<file path="src/rtl/yuvbgr_pkg.sv">
// Shared types and constants for the YUV 4:2:2 to BGR converter.
package yuvbgr_pkg;

  // Placement of the luma and chroma samples among the four input bytes.
  typedef enum logic [1:0] {
    BO_Y0_CB_Y1_CR = 2'd0,
    BO_Y0_CR_Y1_CB = 2'd1,
    BO_CB_Y0_CR_Y1 = 2'd2,
    BO_CR_Y0_CB_Y1 = 2'd3
  } byte_order_e;

  localparam int unsigned PixW  = 8;
  // Offset luma is -16..239 and offset chroma is -128..127.
  localparam int unsigned LumaW = 9;
  localparam int unsigned ChrW  = 8;
  // Every weighted sum stays within -276928..534482.
  localparam int unsigned SumW  = 21;

  localparam logic [PixW-1:0] LumaOffset = 8'd16;

  localparam logic signed [SumW-1:0] CoefY    = 21'sd1164;
  localparam logic signed [SumW-1:0] CoefCbB  = 21'sd2018;
  localparam logic signed [SumW-1:0] CoefCrR  = 21'sd1596;
  localparam logic signed [SumW-1:0] CoefYG   = 21'sd1192;
  localparam logic signed [SumW-1:0] CoefCrG  = 21'sd832;
  localparam logic signed [SumW-1:0] CoefCbG  = 21'sd400;

  // Division by 1000 as a multiply by ceil(2^28/1000); exact for sums below 2^18.
  localparam int unsigned DivInW    = 18;
  localparam int unsigned RecipW    = 19;
  localparam int unsigned RecipShift = 28;
  localparam logic [RecipW-1:0] Recip1000 = 19'd268436;
  // Sums at or above this value floor to 256 or more after the division.
  localparam logic signed [SumW-1:0] ChromaSat = 21'sd256000;
  localparam int unsigned GreenShift = 10;

  localparam logic [PixW-1:0] PixMax = 8'd255;

  typedef struct packed {
    logic sum_en;
    logic out_en;
  } lane_ctrl_t;

endpackage

</file>
<file path="src/rtl/yuvbgr_unpack.sv">
// Input stage: picks luma and chroma samples by byte order and removes their offsets.
module yuvbgr_unpack (
  input  logic                                   clk_i,
  input  logic                                   en_i,
  input  yuvbgr_pkg::byte_order_e                byte_order_i,
  input  logic [yuvbgr_pkg::PixW-1:0]            byte_first_i,
  input  logic [yuvbgr_pkg::PixW-1:0]            byte_second_i,
  input  logic [yuvbgr_pkg::PixW-1:0]            byte_third_i,
  input  logic [yuvbgr_pkg::PixW-1:0]            byte_fourth_i,
  output logic signed [yuvbgr_pkg::LumaW-1:0]    dy0_o,
  output logic signed [yuvbgr_pkg::LumaW-1:0]    dy1_o,
  output logic signed [yuvbgr_pkg::ChrW-1:0]     du_o,
  output logic signed [yuvbgr_pkg::ChrW-1:0]     dv_o
);

  logic [yuvbgr_pkg::PixW-1:0] y0, y1, cb, cr;
  logic signed [yuvbgr_pkg::LumaW-1:0] dy0_d, dy1_d, dy0_q, dy1_q;
  logic signed [yuvbgr_pkg::ChrW-1:0]  du_d, dv_d, du_q, dv_q;

  always_comb begin
    case (byte_order_i)
      yuvbgr_pkg::BO_Y0_CB_Y1_CR: begin
        y0 = byte_first_i;  cb = byte_second_i; y1 = byte_third_i;  cr = byte_fourth_i;
      end
      yuvbgr_pkg::BO_Y0_CR_Y1_CB: begin
        y0 = byte_first_i;  cr = byte_second_i; y1 = byte_third_i;  cb = byte_fourth_i;
      end
      yuvbgr_pkg::BO_CB_Y0_CR_Y1: begin
        cb = byte_first_i;  y0 = byte_second_i; cr = byte_third_i;  y1 = byte_fourth_i;
      end
      default: begin
        cr = byte_first_i;  y0 = byte_second_i; cb = byte_third_i;  y1 = byte_fourth_i;
      end
    endcase
    dy0_d = $signed({1'b0, y0}) - $signed({1'b0, yuvbgr_pkg::LumaOffset});
    dy1_d = $signed({1'b0, y1}) - $signed({1'b0, yuvbgr_pkg::LumaOffset});
    // Subtracting 128 from an unsigned byte is a flip of its top bit.
    du_d  = $signed({~cb[yuvbgr_pkg::PixW-1], cb[yuvbgr_pkg::PixW-2:0]});
    dv_d  = $signed({~cr[yuvbgr_pkg::PixW-1], cr[yuvbgr_pkg::PixW-2:0]});
  end

  always_ff @(posedge clk_i) begin
    if (en_i) begin
      dy0_q <= dy0_d;
      dy1_q <= dy1_d;
      du_q  <= du_d;
      dv_q  <= dv_d;
    end
  end

  assign dy0_o = dy0_q;
  assign dy1_o = dy1_q;
  assign du_o  = du_q;
  assign dv_o  = dv_q;

endmodule

</file>
<file path="src/rtl/yuvbgr_lane.sv">
// One pixel lane: weighted sums in one stage, scaling and clamping in the next.
module yuvbgr_lane (
  input  logic                                clk_i,
  input  yuvbgr_pkg::lane_ctrl_t              ctrl_i,
  input  logic signed [yuvbgr_pkg::LumaW-1:0] dy_i,
  input  logic signed [yuvbgr_pkg::ChrW-1:0]  du_i,
  input  logic signed [yuvbgr_pkg::ChrW-1:0]  dv_i,
  output logic [yuvbgr_pkg::PixW-1:0]         blue_o,
  output logic [yuvbgr_pkg::PixW-1:0]         green_o,
  output logic [yuvbgr_pkg::PixW-1:0]         red_o
);

  localparam int unsigned SumW = yuvbgr_pkg::SumW;
  localparam int unsigned ProdW = yuvbgr_pkg::DivInW + yuvbgr_pkg::RecipW;

  logic signed [SumW-1:0] dy_x, du_x, dv_x;
  logic signed [SumW-1:0] sum_b_d, sum_g_d, sum_r_d;
  logic signed [SumW-1:0] sum_b_q, sum_g_q, sum_r_q;
  logic [ProdW-1:0] prod_b, prod_r;
  logic [yuvbgr_pkg::PixW-1:0] blue_d, green_d, red_d;
  logic [yuvbgr_pkg::PixW-1:0] blue_q, green_q, red_q;

  always_comb begin
    dy_x = SumW'(dy_i);
    du_x = SumW'(du_i);
    dv_x = SumW'(dv_i);
    sum_b_d = yuvbgr_pkg::CoefY * dy_x + yuvbgr_pkg::CoefCbB * du_x;
    sum_r_d = yuvbgr_pkg::CoefY * dy_x + yuvbgr_pkg::CoefCrR * dv_x;
    sum_g_d = yuvbgr_pkg::CoefYG * dy_x - yuvbgr_pkg::CoefCrG * dv_x
              - yuvbgr_pkg::CoefCbG * du_x;
  end

  always_ff @(posedge clk_i) begin
    if (ctrl_i.sum_en) begin
      sum_b_q <= sum_b_d;
      sum_g_q <= sum_g_d;
      sum_r_q <= sum_r_d;
    end
  end

  always_comb begin
    prod_b = ProdW'(sum_b_q[yuvbgr_pkg::DivInW-1:0]) * ProdW'(yuvbgr_pkg::Recip1000);
    prod_r = ProdW'(sum_r_q[yuvbgr_pkg::DivInW-1:0]) * ProdW'(yuvbgr_pkg::Recip1000);

    if (sum_b_q[SumW-1]) begin
      blue_d = '0;
    end else if (sum_b_q >= yuvbgr_pkg::ChromaSat) begin
      blue_d = yuvbgr_pkg::PixMax;
    end else begin
      blue_d = prod_b[yuvbgr_pkg::RecipShift +: yuvbgr_pkg::PixW];
    end

    if (sum_r_q[SumW-1]) begin
      red_d = '0;
    end else if (sum_r_q >= yuvbgr_pkg::ChromaSat) begin
      red_d = yuvbgr_pkg::PixMax;
    end else begin
      red_d = prod_r[yuvbgr_pkg::RecipShift +: yuvbgr_pkg::PixW];
    end

    // A non-negative sum whose bits above the shifted byte are set saturates.
    if (sum_g_q[SumW-1]) begin
      green_d = '0;
    end else if (|sum_g_q[SumW-2:yuvbgr_pkg::GreenShift + yuvbgr_pkg::PixW]) begin
      green_d = yuvbgr_pkg::PixMax;
    end else begin
      green_d = sum_g_q[yuvbgr_pkg::GreenShift +: yuvbgr_pkg::PixW];
    end
  end

  always_ff @(posedge clk_i) begin
    if (ctrl_i.out_en) begin
      blue_q  <= blue_d;
      green_q <= green_d;
      red_q   <= red_d;
    end
  end

  assign blue_o  = blue_q;
  assign green_o = green_q;
  assign red_o   = red_q;

endmodule

</file>
<file path="src/rtl/yuv422_to_bgr_converter_core.sv">
// Top level: byte order register, stage control, the unpack stage and the two pixel lanes.
// An accepted item passes the unpack, sum and output registers on its way to the output.
// Throughput is one item per cycle while the output is not stalled; each of the three
// stages holds an item and advances as soon as the stage after it is empty or moving.
// Reset clears the stage valid flags and sets the byte order to Y0 Cb Y1 Cr.
module yuv422_to_bgr_converter_core (
  input  logic                          clk_i,
  input  logic                          rst_ni,
  input  logic                          cfg_valid_i,
  output logic                          cfg_ready_o,
  input  logic [1:0]                    cfg_data_i,
  input  logic                          in_valid_i,
  output logic                          in_stall_o,
  input  logic [yuvbgr_pkg::PixW-1:0]   byte_first_i,
  input  logic [yuvbgr_pkg::PixW-1:0]   byte_second_i,
  input  logic [yuvbgr_pkg::PixW-1:0]   byte_third_i,
  input  logic [yuvbgr_pkg::PixW-1:0]   byte_fourth_i,
  output logic                          out_valid_o,
  input  logic                          out_stall_i,
  output logic [yuvbgr_pkg::PixW-1:0]   blue_left_o,
  output logic [yuvbgr_pkg::PixW-1:0]   green_left_o,
  output logic [yuvbgr_pkg::PixW-1:0]   red_left_o,
  output logic [yuvbgr_pkg::PixW-1:0]   blue_right_o,
  output logic [yuvbgr_pkg::PixW-1:0]   green_right_o,
  output logic [yuvbgr_pkg::PixW-1:0]   red_right_o
);

  yuvbgr_pkg::byte_order_e byte_order_q;
  logic v1_q, v2_q, v3_q;
  logic en1, en2, en3;
  yuvbgr_pkg::lane_ctrl_t lane_ctrl;
  logic signed [yuvbgr_pkg::LumaW-1:0] dy0, dy1;
  logic signed [yuvbgr_pkg::ChrW-1:0]  du, dv;

  assign cfg_ready_o = 1'b1;

  always_ff @(posedge clk_i or negedge rst_ni) begin
    if (!rst_ni) begin
      byte_order_q <= yuvbgr_pkg::BO_Y0_CB_Y1_CR;
    end else if (cfg_valid_i) begin
      byte_order_q <= yuvbgr_pkg::byte_order_e'(cfg_data_i);
    end
  end

  // A stage loads when it is empty or its item moves on in the same cycle.
  assign en3 = !v3_q || !out_stall_i;
  assign en2 = !v2_q || en3;
  assign en1 = !v1_q || en2;
  assign in_stall_o = !en1;

  assign lane_ctrl.sum_en = en2;
  assign lane_ctrl.out_en = en3;

  always_ff @(posedge clk_i or negedge rst_ni) begin
    if (!rst_ni) begin
      v1_q <= 1'b0;
      v2_q <= 1'b0;
      v3_q <= 1'b0;
    end else begin
      if (en1) v1_q <= in_valid_i;
      if (en2) v2_q <= v1_q;
      if (en3) v3_q <= v2_q;
    end
  end

  assign out_valid_o = v3_q;

  yuvbgr_unpack u_unpack (
    .clk_i         (clk_i),
    .en_i          (en1),
    .byte_order_i  (byte_order_q),
    .byte_first_i  (byte_first_i),
    .byte_second_i (byte_second_i),
    .byte_third_i  (byte_third_i),
    .byte_fourth_i (byte_fourth_i),
    .dy0_o         (dy0),
    .dy1_o         (dy1),
    .du_o          (du),
    .dv_o          (dv)
  );

  yuvbgr_lane u_lane_left (
    .clk_i   (clk_i),
    .ctrl_i  (lane_ctrl),
    .dy_i    (dy0),
    .du_i    (du),
    .dv_i    (dv),
    .blue_o  (blue_left_o),
    .green_o (green_left_o),
    .red_o   (red_left_o)
  );

  yuvbgr_lane u_lane_right (
    .clk_i   (clk_i),
    .ctrl_i  (lane_ctrl),
    .dy_i    (dy1),
    .du_i    (du),
    .dv_i    (dv),
    .blue_o  (blue_right_o),
    .green_o (green_right_o),
    .red_o   (red_right_o)
  );

endmodule

</file>
<file path="config.mk">
export PLATFORM = sky130hd
export DESIGN_NAME = yuv422_to_bgr_converter_core
export DESIGN_NICKNAME = d
export VERILOG_FILES = /design/src/rtl/yuvbgr_pkg.sv /design/src/rtl/yuvbgr_unpack.sv /design/src/rtl/yuvbgr_lane.sv /design/src/rtl/yuv422_to_bgr_converter_core.sv
export SDC_FILE = /design/constraint.sdc
export NUM_CORES = 2
export LEC_CHECK = 0
export BUFFER_PORTS_ARGS = -buffer_cell sky130_fd_sc_hd__buf_4
export CORE_ASPECT_RATIO = 0.8
export CORE_MARGIN = 3
export CORE_UTILIZATION = 45
export CTS_CLUSTER_DIAMETER = 30
export DETAILED_ROUTE_END_ITERATION = 12
export PLACE_DENSITY = 0.61
export SETUP_SLACK_MARGIN = 0.2
export SLEW_MARGIN = 20
export SYNTH_ARGS = -nofsm -noshare
export SYNTH_HDL_FRONTEND = slang
export SYNTH_SLANG_ARGS = --single-unit
</file>
<file path="constraint.sdc">
create_clock -name clk_i -period 5.49 [get_ports clk_i]
set_input_delay 1.098 -clock clk_i [delete_from_list [all_inputs] [get_ports clk_i]]
set_output_delay 1.098 -clock clk_i [all_outputs]
set_load 0.03 [all_outputs]
</file>
==> impl_metrics.toml <==
[placement]
dp_cells = 4867
hpwlAfterDp_um = 70500
port_buffers = 88
gp_congestion = 0.880

[global_routing]
overflow = 0
antenna_found_initial = 0
grt_max_degree = 60
grt_pass1_wl_um = 133000
first_global_vias = 25300
track_usage_pct = 20.4

[setup_path]
path_common_cell = "buf_4"
cp_max_fo = 4
crit_buf_inv = 15
cp-startpoint = "u_unpack.dv_o[1]$_DFFE_PN_"
cp.arrival_ps = 5750
required_ps = 5720
path_class = "register to register"
critical_path.top_delay_family = "buffers and inverters"
crit_slowest_cell = "fa_1"
end_kind = "register"
start_kind = "register"
critPathMaxStageDelay_ps = 480
r2r-start = "u_unpack.dv_o[1]$_DFFE_PN_"

[route]
ant_nets = 0
vias_per_cell = 5.17
finalWirelength_um = 84400
met1_length_um = 42400
wl_per_cell_um = 16.8
drc = 0
met3_length_um = 3290
drtPass1Iterations = 4
wl_met2_um = 37400
first_iter_violations = 1216
topRoutingLayerUsed = "met4"
vias = 26000

[sta]
timing_hold_violations_final = 0
fin_crit_ps = 5520
min_period_over_period_pct = 101
timing.fmax_mhz = 181
setup_ws_ps = -27.5
skew_ps = 16.2
setup_viol_count_final = 2
worst_slew_pin_slew_ps = 1110
slew_headroom_pct = 25.5
slew_viol_final = 0
rsz0062_at_grt = "yes"

[yosys]
synthTopCellsByArea = "ha_1 36%, fa_1 16%, edfxtp_1 15%"
synth_top_cell_area_share_pct = 36.1
syn_area_um2 = 35100
synth_nets = 4891
synthFlopType = "edfxtp_1"
yosysSeqAreaShare_pct = 15.8
synth_cell_types = 87
synth_seq_cells = 186
syn_avg_cell_area_um2 = 9.85
postSynth.asyncResetShare_pct = 2.69
synthTopCellsByCount = "1011 x ha_1, 843 x inv_1, 280 x fa_1"
synth_top_cell_by_area = "ha_1"
postSynthCellCount = 3561
yosysMostFrequentCell = "ha_1"
synth-edff-count = 181
ys_warn_count = 0

[floorplan]
core_um2 = 76300
fp.dieW_um = 318
dieArea_um2 = 81400
io-pin-count = 90
die_y_um = 256
start_util_pct = 46.0
num_rows = 90

[cts]
cts_tree = "yes"
h-tree-depth = 4
clk_latency_ps = 510
path_clk_slew_ps = 70
cts_sinks = 186
clockRootBuffer = "clkbuf_16"
cts-buffers-inserted = 17
clockBufferDepth = 2

[layout]
final_net_count = 5337
stdcell_count = 5032
syn2layout_area_growth_pct = 20.6
drive_gt1_share_pct = 20.8
antennaDiodeCount = 0

[hold_path]
min_path_type = "input pin to async pin"

[run_status]
violations = "negative setup slack"
status = "complete, but fails checks"

[job]
maxCapViolCount = 0
[through the flow]
stage | util (%) | setup slack (ps) | cell area, µm² | setup TNS (ps) | hold slack [ps]
floorplan | - | -43.2 | 35400 | -43.2 | 435
global placement | 51.0 | -80.2 | 38900 | -105 | 466
detailed placement | 51.0 | -156 | 38900 | -496 | 475
CTS | 52.9 | -10.3 | 40400 | -10.3 | 347
global route | 55.4 | -311 | 42300 | -2270 | 363
finish | 55.4 | -27.5 | 42300 | -32.3 | 385
[kinds of logic after synthesis]
group / count (synthesis) / synth area share (%)
adder cells (fa/ha/maj): 1291 / 52.0
buffers and inverters: 866 / 9.28
AND/OR/NAND/NOR: 520 / 7.36
AO/OA/AOI/OAI: 485 / 9.37
flip-flops: 186 / 15.8
XOR/XNOR: 177 / 4.50
multiplexers: 35 / 1.60
other: 1 / 0.0107
[final timing paths]
| path | slack, ps | cells after the start | endpoint |
|---|---|---|---|
| hold reg to reg | 490 | 1 | v2_q$_DFFE_PN0P_ |
| hold / removal | 390 | 1 | v1_q$_DFFE_PN0N_ |
| min in group clk_i | 490 | 1 | v2_q$_DFFE_PN0P_ |
| setup / recovery | -30 | 28 | u_lane_right.sum_r_q[19]$_DFFE_PP_ |
| max in group asynchronous | 5000 | 1 | byte_order_q[1]$_DFFE_PN0P_ |
| setup reg to reg | -30 | 28 | u_lane_right.sum_r_q[19]$_DFFE_PP_ |
[placed cells by master, fill, tap and decap left out, types with 11 or more instances in the layout]
cell and count:
nand2_1 80, o21a_1 23, a21oi_2 39, xnor2_1 114
mux4_2 16, nor2_1 147, edfxtp_1 181, clkbuf_16 17
and3_1 23, o21bai_1 31, inv_1 812, ha_2 13
a31oi_1 16, fa_1 273, o21ai_1 17, xor2_1 36
or3_1 14, o21ai_0 45, a21o_1 56, ha_1 934
buf_4 419, xnor2_2 17, and2_1 12, o211ai_1 11
nand4_1 23, nor2b_1 12, inv_2 29, o21ai_2 12
a21oi_1 103, buf_6 30, nor3_1 49, ha_4 64
nand3_1 55, nand2b_1 21
[repair_timing]
item                                   in CTS  in global routing
pin swaps                                 127                179
endpoints found under the hold margin       0                  0
setup endpoints to repair                  32                 67
setup buffers                              61                 72
hold buffers                                0                  0
resized for setup                          90                252
cloned                                      0                  0
[sequential cells by signal, indices dropped and copies added, names as in the netlist, 2 cells and up]
signal                cells
u_lane_left.red_o         8
u_lane_right.sum_b_q     20
u_lane_left.sum_g_q      11
u_lane_left.blue_o        8
byte_order_q              2
u_unpack.dy0_o            9
u_lane_right.sum_r_q     19
u_lane_right.blue_o       8
u_lane_left.sum_r_q      19
u_lane_left.sum_b_q      19
u_unpack.dv_o             8
u_lane_right.sum_g_q     11
u_lane_right.green_o      8
u_unpack.du_o             8
u_unpack.dy1_o            9
u_lane_right.red_o        8
u_lane_left.green_o       8
[cell type report]
| class | count | area (µm²) |
|---|---|---|
| fillers | 6742 | 34000 |
| multi-input cells | 2509 | 28300 |
| flip-flops and latches | 186 | 5560 |
| repair buffers | 450 | 3500 |
| inverters | 843 | 3170 |
| well taps | 1012 | 1270 |
| clock buffers | 19 | 433 |
| clock inverters | 13 | 135 |
[routing by layer]
layer	GRT usage (%)	up-vias
li1	-	13000
met1	30.6	12600
met2	31.6	390
met3	2.36	74
met4	4.36	0
met5	0	-
Power is left out: the tool's default activity adds up to more than one toggle a clock period on the data nets, which glitch-free logic cannot reach.
